## config.mk

```make
export PLATFORM = sky130hd
export DESIGN_NAME = rational_arithmetic_unit_top
export DESIGN_NICKNAME = d
export VERILOG_FILES = /design/src/rtl/rau_pkg.sv /design/src/rtl/rau_ctrl.sv /design/src/rtl/rau_dp.sv /design/src/rtl/rational_arithmetic_unit_top.sv
export SDC_FILE = /design/constraint.sdc
export NUM_CORES = 2
export LEC_CHECK = 0
export ABC_AREA = 1
export BUFFER_PORTS_ARGS = -buffer_cell sky130_fd_sc_hd__buf_4
export CAP_MARGIN = 20
export CORE_MARGIN = 5
export CORE_UTILIZATION = 60
export DETAILED_ROUTE_END_ITERATION = 10
export PLACE_DENSITY = 0.85
export RECOVER_POWER = 25
export SYNTH_ARGS = -nofsm -noshare
export SYNTH_HDL_FRONTEND = slang
export SYNTH_SLANG_ARGS = --single-unit
```

## constraint.sdc

```tcl
create_clock -name clock -period 21 [get_ports clock]
set_clock_uncertainty 0.05 [all_clocks]
set_input_delay 4.2 -clock clock [delete_from_list [all_inputs] [get_ports clock]]
set_output_delay 4.2 -clock clock [all_outputs]
set_load 0.01 [all_outputs]
```

## src/rtl/rau_pkg.sv

```systemverilog
`timescale 1ns / 1ps
// ----------------------------------------------------------------------------
// rau_pkg: shared types and constants of the rational arithmetic unit
// Operation codes, field widths and the command and status bundles that
// join the controller to the datapath.
// ----------------------------------------------------------------------------
package rau_pkg;

   // Operand numerator width; the denominator is one bit narrower.
   localparam int OPERAND_WIDTH = 16;
   localparam int DEN_W         = OPERAND_WIDTH - 1;

   // Products, signed sums and their magnitudes.
   localparam int PROD_W = 2 * OPERAND_WIDTH;
   localparam int NUM_W  = 2 * OPERAND_WIDTH + 1;
   localparam int MAG_W  = 2 * OPERAND_WIDTH;

   // Shift count of the GCD and step count of the divider.
   localparam int STEP_W = $clog2(MAG_W);

   // Result field widths.
   localparam int RES_NUM_W = 32;
   localparam int RES_DEN_W = 31;

   // Operation codes.
   localparam int KIND_W = 4;
   localparam logic [KIND_W-1:0] KIND_ADD = 4'd0;
   localparam logic [KIND_W-1:0] KIND_SUB = 4'd1;
   localparam logic [KIND_W-1:0] KIND_MUL = 4'd2;
   localparam logic [KIND_W-1:0] KIND_DIV = 4'd3;
   localparam logic [KIND_W-1:0] KIND_NEG = 4'd4;
   localparam logic [KIND_W-1:0] KIND_LT  = 4'd5;
   localparam logic [KIND_W-1:0] KIND_GT  = 4'd6;
   localparam logic [KIND_W-1:0] KIND_LE  = 4'd7;
   localparam logic [KIND_W-1:0] KIND_GE  = 4'd8;
   localparam logic [KIND_W-1:0] KIND_EQ  = 4'd9;
   localparam logic [KIND_W-1:0] KIND_NE  = 4'd10;

   // Commands from the controller to the datapath.
   typedef struct packed {
      logic capture;
      logic multiply;
      logic prepare;
      logic gcd_step;
      logic div_init;
      logic div_step;
      logic publish;
   } rau_cmd_type;

   // Status from the datapath to the controller.
   typedef struct packed {
      logic skip;
      logic gcd_done;
   } rau_status_type;

endpackage

```

## src/rtl/rau_ctrl.sv

```systemverilog
`timescale 1ns / 1ps
// ----------------------------------------------------------------------------
// rau_ctrl: sequencing controller
// Steps one transaction through multiply, prepare, GCD, divide and finish,
// and owns the valid flag of the result register.
// ----------------------------------------------------------------------------
module rau_ctrl
   import rau_pkg::*;
(
   input  logic           clock,
   input  logic           reset,
   input  logic           req_valid,
   output logic           req_stall,
   output logic           rsp_valid,
   input  logic           rsp_stall,
   input  rau_status_type status,
   output rau_cmd_type    cmd
);

   localparam logic [2:0] ST_IDLE   = 3'd0;
   localparam logic [2:0] ST_MUL    = 3'd1;
   localparam logic [2:0] ST_PREP   = 3'd2;
   localparam logic [2:0] ST_GCD    = 3'd3;
   localparam logic [2:0] ST_SHIFT  = 3'd4;
   localparam logic [2:0] ST_DIV    = 3'd5;
   localparam logic [2:0] ST_FINISH = 3'd6;

   localparam logic [STEP_W-1:0] LAST_STEP = STEP_W'(MAG_W - 1);

   logic [2:0]        state_ff, state_in;
   logic [STEP_W-1:0] count_ff, count_in;
   logic              valid_ff, valid_in;
   logic              out_free;

   // The result register can take a new result when empty or being drained.
   // No request is taken while reset is asserted.
   assign out_free  = !valid_ff || !rsp_stall;
   assign req_stall = reset || (state_ff != ST_IDLE);
   assign rsp_valid = valid_ff;

   // Next state and commands.
   always_comb begin
      state_in = state_ff;
      count_in = count_ff;
      cmd      = '0;
      case (state_ff)
         ST_IDLE: begin
            if (req_valid) begin
               cmd.capture = 1'b1;
               state_in    = ST_MUL;
            end
         end
         ST_MUL: begin
            cmd.multiply = 1'b1;
            state_in     = ST_PREP;
         end
         ST_PREP: begin
            cmd.prepare = 1'b1;
            state_in    = ST_GCD;
         end
         ST_GCD: begin
            if (status.skip) begin
               state_in = ST_FINISH;
            end else if (status.gcd_done) begin
               state_in = ST_SHIFT;
            end else begin
               cmd.gcd_step = 1'b1;
            end
         end
         ST_SHIFT: begin
            cmd.div_init = 1'b1;
            count_in     = '0;
            state_in     = ST_DIV;
         end
         ST_DIV: begin
            cmd.div_step = 1'b1;
            count_in     = count_ff + 1'b1;
            if (count_ff == LAST_STEP) begin
               state_in = ST_FINISH;
            end
         end
         ST_FINISH: begin
            if (out_free) begin
               cmd.publish = 1'b1;
               state_in    = ST_IDLE;
            end
         end
         default: begin
            state_in = ST_IDLE;
         end
      endcase
   end

   // The result stays valid until the receiver takes it.
   always_comb begin
      valid_in = valid_ff && rsp_stall;
      if (cmd.publish) begin
         valid_in = 1'b1;
      end
   end

   always_ff @(posedge clock) begin
      if (reset) begin
         state_ff <= ST_IDLE;
         count_ff <= '0;
         valid_ff <= 1'b0;
      end else begin
         state_ff <= state_in;
         count_ff <= count_in;
         valid_ff <= valid_in;
      end
   end

endmodule

```

## src/rtl/rau_dp.sv

```systemverilog
`timescale 1ns / 1ps
// ----------------------------------------------------------------------------
// rau_dp: datapath of the rational arithmetic unit
// Operand registers, cross multipliers, sign handling, a binary GCD unit,
// two restoring dividers and the result register.
// ----------------------------------------------------------------------------
module rau_dp
   import rau_pkg::*;
(
   input  logic                        clock,
   input  rau_cmd_type                 cmd,
   output rau_status_type              status,
   input  logic [KIND_W-1:0]           req_kind,
   input  logic signed [OPERAND_WIDTH-1:0] req_a_num,
   input  logic [DEN_W-1:0]            req_a_den,
   input  logic signed [OPERAND_WIDTH-1:0] req_b_num,
   input  logic [DEN_W-1:0]            req_b_den,
   output logic signed [RES_NUM_W-1:0] rsp_res_num,
   output logic [RES_DEN_W-1:0]        rsp_res_den,
   output logic                        rsp_cmp_true,
   output logic                        rsp_error
);

   // Operand registers.
   logic [KIND_W-1:0]               kind_ff;
   logic signed [OPERAND_WIDTH-1:0] an_ff, bn_ff;
   logic [DEN_W-1:0]                ad_ff, bd_ff;

   // Product registers.
   logic signed [PROD_W-1:0] m1_ff, m1_in, m2_ff, m2_in, m3_ff, m3_in;
   logic signed [OPERAND_WIDTH:0] sel1, sel3, ad_s, bd_s;

   // Prepared values.
   logic signed [NUM_W-1:0] num_w, den_w;
   logic [MAG_W-1:0]        un_w, ud_w;
   logic                    arith_w, cmp_w;
   logic                    neg_ff, skip_ff, cmp_ff, err_ff;

   // GCD and divider registers.
   logic [MAG_W-1:0]  u_ff, u_in, v_ff, v_in, g_ff;
   logic [STEP_W-1:0] k_ff, k_in;
   logic [MAG_W-1:0]  rn_ff, rn_in, qn_ff, qn_in, rd_ff, rd_in, qd_ff, qd_in;
   logic [MAG_W-1:0]  un_ff, ud_ff;
   logic signed [MAG_W-1:0] sn_w;

   // One restoring division step: returns the new remainder and quotient.
   function automatic logic [2*MAG_W-1:0] div_step_f(
      input logic [MAG_W-1:0] rem,
      input logic [MAG_W-1:0] quo,
      input logic [MAG_W-1:0] dvs
   );
      logic [MAG_W:0] shifted;
      logic [MAG_W:0] diff;
      shifted = {rem, quo[MAG_W-1]};
      diff    = shifted - {1'b0, dvs};
      if (shifted >= {1'b0, dvs}) begin
         div_step_f = {diff[MAG_W-1:0], quo[MAG_W-2:0], 1'b1};
      end else begin
         div_step_f = {shifted[MAG_W-1:0], quo[MAG_W-2:0], 1'b0};
      end
   endfunction

   // Capture the operands of an accepted transaction.
   always_ff @(posedge clock) begin
      if (cmd.capture) begin
         kind_ff <= req_kind;
         an_ff   <= req_a_num;
         ad_ff   <= req_a_den;
         bn_ff   <= req_b_num;
         bd_ff   <= req_b_den;
      end
   end

   // Cross multipliers; the second factors of the first and third follow the operation.
   always_comb begin
      ad_s  = signed'({2'b00, ad_ff});
      bd_s  = signed'({2'b00, bd_ff});
      sel1  = (kind_ff == KIND_MUL) ? signed'({bn_ff[OPERAND_WIDTH-1], bn_ff}) : bd_s;
      sel3  = (kind_ff == KIND_DIV) ? signed'({bn_ff[OPERAND_WIDTH-1], bn_ff}) : bd_s;
      m1_in = an_ff * sel1;
      m2_in = bn_ff * ad_s;
      m3_in = ad_s * sel3;
   end

   always_ff @(posedge clock) begin
      if (cmd.multiply) begin
         m1_ff <= m1_in;
         m2_ff <= m2_in;
         m3_ff <= m3_in;
      end
   end

   // Form the signed numerator and denominator and the comparison flag.
   always_comb begin
      num_w   = '0;
      den_w   = NUM_W'(m3_ff);
      arith_w = 1'b1;
      cmp_w   = 1'b0;
      case (kind_ff)
         KIND_ADD: num_w = NUM_W'(m1_ff) + NUM_W'(m2_ff);
         KIND_SUB: num_w = NUM_W'(m1_ff) - NUM_W'(m2_ff);
         KIND_MUL, KIND_DIV: num_w = NUM_W'(m1_ff);
         KIND_NEG: begin
            num_w = -NUM_W'(an_ff);
            den_w = signed'(NUM_W'({1'b0, ad_ff}));
         end
         KIND_LT: begin arith_w = 1'b0; cmp_w = (m1_ff < m2_ff);  end
         KIND_GT: begin arith_w = 1'b0; cmp_w = (m1_ff > m2_ff);  end
         KIND_LE: begin arith_w = 1'b0; cmp_w = (m1_ff <= m2_ff); end
         KIND_GE: begin arith_w = 1'b0; cmp_w = (m1_ff >= m2_ff); end
         KIND_EQ: begin arith_w = 1'b0; cmp_w = (m1_ff == m2_ff); end
         KIND_NE: begin arith_w = 1'b0; cmp_w = (m1_ff != m2_ff); end
         default: arith_w = 1'b0;
      endcase
      un_w = num_w[NUM_W-1] ? MAG_W'(-num_w) : MAG_W'(num_w);
      ud_w = den_w[NUM_W-1] ? MAG_W'(-den_w) : MAG_W'(den_w);
   end

   // Binary GCD step: strip common and single factors of two, else subtract.
   always_comb begin
      u_in = u_ff;
      v_in = v_ff;
      k_in = k_ff;
      if (!u_ff[0] && !v_ff[0]) begin
         u_in = u_ff >> 1;
         v_in = v_ff >> 1;
         k_in = k_ff + 1'b1;
      end else if (!u_ff[0]) begin
         u_in = u_ff >> 1;
      end else if (!v_ff[0]) begin
         v_in = v_ff >> 1;
      end else if (u_ff >= v_ff) begin
         u_in = (u_ff - v_ff) >> 1;
      end else begin
         v_in = (v_ff - u_ff) >> 1;
      end
   end

   // Flags and GCD registers. Prepare also seeds the GCD unit.
   always_ff @(posedge clock) begin
      if (cmd.prepare) begin
         neg_ff  <= num_w[NUM_W-1] ^ den_w[NUM_W-1];
         skip_ff <= !arith_w || (den_w == '0);
         cmp_ff  <= cmp_w;
         err_ff  <= arith_w && (den_w == '0);
         u_ff    <= un_w;
         v_ff    <= ud_w;
         k_ff    <= '0;
      end else if (cmd.gcd_step) begin
         u_ff <= u_in;
         v_ff <= v_in;
         k_ff <= k_in;
      end
   end

   // Dividends are the magnitudes kept from the prepare step.
   always_ff @(posedge clock) begin
      if (cmd.prepare) begin
         un_ff <= un_w;
         ud_ff <= ud_w;
      end
   end

   always_comb begin
      status.skip     = skip_ff;
      status.gcd_done = (u_ff == '0);
   end

   // Divider steps on numerator and denominator in parallel.
   always_comb begin
      {rn_in, qn_in} = div_step_f(rn_ff, qn_ff, g_ff);
      {rd_in, qd_in} = div_step_f(rd_ff, qd_ff, g_ff);
   end

   // The GCD is the odd part times two to the shared count.
   always_ff @(posedge clock) begin
      if (cmd.div_init) begin
         g_ff  <= v_ff << k_ff;
         rn_ff <= '0;
         rd_ff <= '0;
         qn_ff <= un_ff;
         qd_ff <= ud_ff;
      end else if (cmd.div_step) begin
         rn_ff <= rn_in;
         qn_ff <= qn_in;
         rd_ff <= rd_in;
         qd_ff <= qd_in;
      end
   end

   // Result register.
   assign sn_w = neg_ff ? signed'(-qn_ff) : signed'(qn_ff);

   always_ff @(posedge clock) begin
      if (cmd.publish) begin
         if (skip_ff) begin
            rsp_res_num <= '0;
            rsp_res_den <= RES_DEN_W'(1);
         end else begin
            rsp_res_num <= RES_NUM_W'(sn_w);
            rsp_res_den <= RES_DEN_W'(qd_ff);
         end
         rsp_cmp_true <= cmp_ff;
         rsp_error    <= err_ff;
      end
   end

endmodule

```

## src/rtl/rational_arithmetic_unit_top.sv

```systemverilog
`timescale 1ns / 1ps
// ----------------------------------------------------------------------------
// rational_arithmetic_unit_top: rational number ALU with GCD reduction
// Adds, subtracts, multiplies, divides, negates or compares two signed
// fractions and returns the result reduced to lowest terms.
// ----------------------------------------------------------------------------
//
//  Channel  Direction  Handshake            Payload
//  req_     in         req_valid/req_stall  kind, a_num, a_den, b_num, b_den
//  rsp_     out        rsp_valid/rsp_stall  res_num, res_den, cmp_true, error
//
//  Comparisons, unused codes and errors pass from the multiply and prepare
//  steps straight to finish; arithmetic first runs the binary GCD loop and
//  the 32-step restoring dividers. The controller returns to its idle
//  state before the next transaction is accepted. One transaction is in
//  work at a time; the next one is accepted while the previous result
//  waits in the output register. Reset is synchronous and active high; it
//  clears the controller and the result valid flag and holds req_stall
//  high. A stalled result holds.
//
module rational_arithmetic_unit_top
   import rau_pkg::*;
(
   input  logic                            clock,
   input  logic                            reset,
   input  logic                            req_valid,
   output logic                            req_stall,
   input  logic [KIND_W-1:0]               req_kind,
   input  logic signed [OPERAND_WIDTH-1:0] req_a_num,
   input  logic [DEN_W-1:0]                req_a_den,
   input  logic signed [OPERAND_WIDTH-1:0] req_b_num,
   input  logic [DEN_W-1:0]                req_b_den,
   output logic                            rsp_valid,
   input  logic                            rsp_stall,
   output logic signed [RES_NUM_W-1:0]     rsp_res_num,
   output logic [RES_DEN_W-1:0]            rsp_res_den,
   output logic                            rsp_cmp_true,
   output logic                            rsp_error
);

   rau_cmd_type    cmd;
   rau_status_type status;

   // Controller.
   rau_ctrl u_ctrl (
      .clock     (clock),
      .reset     (reset),
      .req_valid (req_valid),
      .req_stall (req_stall),
      .rsp_valid (rsp_valid),
      .rsp_stall (rsp_stall),
      .status    (status),
      .cmd       (cmd)
   );

   // Datapath.
   rau_dp u_dp (
      .clock        (clock),
      .cmd          (cmd),
      .status       (status),
      .req_kind     (req_kind),
      .req_a_num    (req_a_num),
      .req_a_den    (req_a_den),
      .req_b_num    (req_b_num),
      .req_b_den    (req_b_den),
      .rsp_res_num  (rsp_res_num),
      .rsp_res_den  (rsp_res_den),
      .rsp_cmp_true (rsp_cmp_true),
      .rsp_error    (rsp_error)
   );

endmodule

```

### Yosys cells after proc, flatten, opt, wreduce, memory -nomap -nowiden

Cells that the tools add are included.

| cells by class | value |
|---|---|
| $add $sub $neg | 12 |
| $mul | 3 |
| magnitude comparators | 7 |
| equal/unequal tests | 26 |
| shift operators | 1 |
| mux-type cells | 46 |
| bitwise operators | 1 |
| reductions and logical operators | 27 |

Operators by type and width:

| kind | number |
|---|---|
| two-way mux 32 bit | 19 |
| one-hot mux 33 bit (4 select lines) | 1 |
| two-way mux 64 bit | 2 |
| subtractor 32 bit | 4 |
| negator 32 bit | 3 |
| >= comparator 33 x 32 -> 1 bit | 2 |
| >= comparator 32 bit | 2 |
| multiplier 16 x 17 -> 32 bit | 2 |
| two-way mux 17 bit | 2 |
| adder 32 x 32 -> 33 bit | 1 |
| zero test 33 bit | 1 |
| two-way mux 33 bit | 1 |
| negator 16 -> 33 bit | 1 |
| subtractor 32 x 32 -> 33 bit | 1 |
| equality test 32 bit | 1 |
| > comparator 32 bit | 1 |
| less-or-equal comparator 32 bit | 1 |
| zero test 32 bit | 1 |
| < comparator 32 bit | 1 |
| multiplier 16 x 16 -> 32 bit | 1 |
| != test 32 bit | 1 |
| left shift 32 x 5 -> 32 bit | 1 |
| one-hot mux 3 bit (7 select lines) | 1 |
| equality test 4 x 3 -> 1 bit, second input constant | 4 |
| other kinds (29) | 68 |

| storage, ports and cells | value |
|---|---|
| register bits after elaboration | 533 |
| logic and storage cells | 154 |

### Longest topological paths before layout

| depth | value |
|---|---|
| depth after elaboration | 7 |
| mapped depth | 32 |
| depth with buffers taken out | 30 |

### Modules after synthesis

Synthesis repeated with hierarchy kept, for this count alone.

| unflattened totals | value |
|---|---|
| cells, all modules | 8297 |
| area, all modules | 65396.5 um^2 |

By module, submodules not included:

| module | times used | cells an instance | area each (um^2) |
|---|---|---|---|
| rau_dp | 1 | 8214 | 64814.7 |
| rau_ctrl | 1 | 83 | 581.8 |

### Least setup slack after synthesis

OpenSTA, ideal clock, no wires.

| timing | value |
|---|---|
| path kind | input port to flip-flop |
| from | in req_valid |
| to | reg u_dp.ad_ff[0] (enable) |
| library setup time | 0.571 ns |
| arrival time | 8.718 ns |
| slack | 11.661 ns |
| stages on the path | 2 |
| cell sequence | inv_1 > nor3_1 |

RTL lines:

| item | line | source |
|---|---|---|
| start: declaration | rational_arithmetic_unit_top.sv:26 | `input logic req_valid,` |
| end signal: assignment | rau_dp.sv:68 | `ad_ff <= req_a_den;` |
| end: declaration | rau_dp.sv:27 | `logic [DEN_W-1:0] ad_ff, bd_ff;` |

### Worst setup path in the final report

| timing | value |
|---|---|
| from | in reset |
| to | out req_stall |

| between the ends | value |
|---|---|
| word-level cells in the longest chain between the ends | 1 |

RTL lines:

| item | line | source |
|---|---|---|
| start: declaration | rational_arithmetic_unit_top.sv:25 | `input logic reset,` |
| logical OR 1 bit | rau_ctrl.sv:38 | `assign req_stall = reset \|\| (state_ff != ST_IDLE);` |
| end: declaration | rational_arithmetic_unit_top.sv:27 | `output logic req_stall,` |

Every way passes these cells.

==> metrics <==
hold depth=0; final net count=9,583; worst setup path class=in -> out; DR DRC count=0; first-pass GRT wire length=~320 mm; Critical Path Stages=4; Post-synth top flop=edfxtp_1; crit path cell chain=buf_4 -> inv_1 -> nand2_1 -> buf_4; port bufs=136; count of pins over their slew limit=422; Worst slew margin=-179%; Tightest Pin Transition=between 4000 and 5000 ps; Fillers=around 9,000; share of cells above drive strength 1=under 10%; violated checks=capacitance limit, slew limit; Synth Instances=about 8,300; most frequent cells in the layout=1,843 x nand2_1, 1,711 x inv_1, 760 x fa_1; Via-to-Cell Ratio=roughly 5.8; Post-Route WL=213 mm; root buf cell=clkbuf_16; Initial Util=60.5%; final period utilization=approximately 42%; fin crit period=8910 ps; DR pass1 iterations=8; Sum Neg Setup Slack=0 ps; Clk pin slew, worst setup/hold paths=60 ps; Max clock buf depth=3; Hold-fix buffers, CTS=0; largest net degree at the start of global routing=approximately 120; synthesis warning total=0; Routed Antenna Nets=0; initial antenna violation count=6; type of origin of the critical path=primary input; Tot GR Track Use=between 30% and 40%; # rows=between 100 and 150; Hold Path Class=reg -> reg; Syn Area/Cell=between 7 and 8 um^2; FMAX=112 MHz; post_cts resized=0; io pins=between 100 and 150; Seq/Total Area, Yosys=23.4%; clock sinks=533; most common cell after layout, fill and taps aside=nand2_1; number of DRC markers in iteration 0=between 6,000 and 7,000; cell family with most CP delay=buffers and inverters; total grt overflow=0; Fin. Hold Viols=0; Cell Area, Synth=0.0650 mm^2; maxcap violations=8; vias in the first global route=57,200; Final Setup Violations=0; CP peak stage delay=approximately 140 ps; R2R Setup Slk=12,870 ps; kind of end point of the critical path=output port; via count=56,800; Critical Path Start=reset; Reg-to-Reg End=u_dp.m1_ff[27]$_DFFE_PP_; dpl hpwl=170 mm; Setup crit end=req_stall; post-CTS setup buffers=0; total die area=0.115 mm^2; asr flop ratio synth=0%; Area contributors post-synth=fa_1 23%, edfxtp_1 21%, nand2_1 11%, inv_1 9.9%, ha_1 8.6%; RSZ-0062 raised after global routing=no; DIE WIDTH=339 um; Post-synth EDFFs=~460; H-tree depth=3; #FFs+latches synth=533; status=finished, violations left; Die Y=339 um; Slowest cell on crit path=buf_4; worst-path maximum fanout=7; Routed WL per cell=21.8 um; gpl congestion=1.01; multi-input logic area=0.0421 mm^2; Storage cell area=0.0152 mm^2; Yosys cell types=roughly 60; crit path DAT=4660 ps; post-synth top area share=23.4%; syn_nets=9,568; CTS tree=yes; CP Buf/Inv Count=3; cell taking the most area after synthesis=fa_1; total CTS buffers=66; Crit path top cell by count=buf_4; reg-to-reg critical path startpoint=u_dp.kind_ff[3]$_DFFE_PP_; area grow syn2layout=7.15%; Worst EP required=roughly 17,000 ps; r2r worst-path depth=25; Clk Latency, worst-skew pair=660 ps; Core Region=between 0.1 and 0.15 mm^2
## final cells by class
type,instances,share of cell area (%)
flip-flops and latches,533,21.9
clock buffers,76,2.52
inverters,1756,9.47
clock inverters,40,0.794
well taps,1403,2.52
diodes,3,0.0108
repair buffers,220,2.39
multi-input cells,5728,60.4
## logic make-up after synthesis
family	after synthesis	share of synthesized area, %
AOI/OAI and AO/OA	1174	9.91
muxes	23	0.354
DFF	533	23.4
xor gates and xnor gates	248	3.37
and+or+nand+nor	3075	19.0
adders and majority gates	1208	32.0
buffers and inverters	2029	11.9
## metal layers
| metal | up-vias | share of wire (%) | GRT usage [%] |
|---|---|---|---|
| met1 | 27100 | 37 | 45.9 |
| met4 | 6 | 7.3 | 20.9 |
| met3 | 781 | 9.2 | 6.52 |
| met5 | - | 0.019 | 0 |
| li1 | 25800 | - | - |
| met2 | 3074 | 46 | 59.9 |
## per-stage QoR
stage | setup slack (ps) | area, um^2 | std cells | utilization [%] | hold slack (ps)
after global routing | 12040 | 69600 | 9756 | 64.8 | 392
final | 12090 | 69600 | 9759 | 64.9 | 379
after floorplan | 11660 | 65000 | 8290 | - | 350
after global placement | 12110 | 67300 | 9637 | 62.7 | 356
after CTS | 12100 | 69600 | 9754 | 64.8 | 379
after detailed placement | 12100 | 67300 | 9638 | 62.7 | 365
## worst min path at each step
stage / startpoint / end / slack (ps)
after floorplan: u_dp.cmp_ff$_SDFFCE_PN0P_ / u_dp.rsp_cmp_true$_DFFE_PP_ / 350
after global placement: u_dp.cmp_ff$_SDFFCE_PN0P_ / u_dp.rsp_cmp_true$_DFFE_PP_ / 360
after detailed placement: u_dp.cmp_ff$_SDFFCE_PN0P_ / u_dp.rsp_cmp_true$_DFFE_PP_ / 370
after CTS: u_dp.cmp_ff$_SDFFCE_PN0P_ / u_dp.rsp_cmp_true$_DFFE_PP_ / 380
after global routing: u_dp.err_ff$_DFFE_PP_ / u_dp.rsp_error$_DFFE_PP_ / 390
final: u_dp.cmp_ff$_SDFFCE_PN0P_ / u_dp.rsp_cmp_true$_DFFE_PP_ / 380
## synthesized netlist by cell type, types with 23 or more instances
| cell type | n |
|---|---|
| a21oi_1 | 438 |
| a31oi_1 | 26 |
| buf_2 | 35 |
| clkbuf_1 | 209 |
| clkinv_1 | 29 |
| dfxtp_1 | 78 |
| edfxtp_1 | 455 |
| fa_1 | 760 |
| ha_1 | 448 |
| inv_1 | 1711 |
| mux2i_1 | 23 |
| nand2_1 | 1844 |
| nand3_1 | 287 |
| nand4_1 | 46 |
| nor2_1 | 756 |
| nor3_1 | 63 |
| o211ai_1 | 43 |
| o21ai_0 | 443 |
| o21ai_1 | 64 |
| o22ai_1 | 29 |
| xnor2_1 | 107 |
| xor2_1 | 139 |
## worst reg2reg max path: stages, from the launching register on
cell and delay (ps):
edfxtp_1 440, nor2_2 320, nand2_1 110, buf_4 240, o21ai_1 800, clkinv_1 580
nor2_1 270, fa_1 470, fa_1 500, ha_1 210, fa_1 490, inv_1 60
fa_1 480, fa_1 500, inv_1 50, ha_1 330, a21oi_1 140, a21boi_0 350
o21ai_0 250, a21oi_1 410, o21ai_0 210, a21oi_1 260, o21bai_1 130, nand3_1 80
nand2_1 60, xor2_1 140
## state kept, by name, indices dropped and copies added (netlist names), 15 cells and up
signal            flops
u_dp.rn_ff           32
u_dp.m1_ff           32
u_dp.m3_ff           32
u_dp.rsp_res_num     32
u_dp.u_ff            32
u_dp.v_ff            32
u_dp.ad_ff           15
u_dp.an_ff           16
u_dp.g_ff            32
u_dp.qn_ff           32
u_dp.m2_ff           32
u_dp.qd_ff           32
u_dp.bn_ff           16
u_dp.un_ff           32
u_dp.bd_ff           15
u_dp.ud_ff           32
u_dp.rd_ff           32
u_dp.rsp_res_den     31
Power is not shown: default switching activity piles up to over one toggle a cycle in this logic, so the estimate is an artifact.
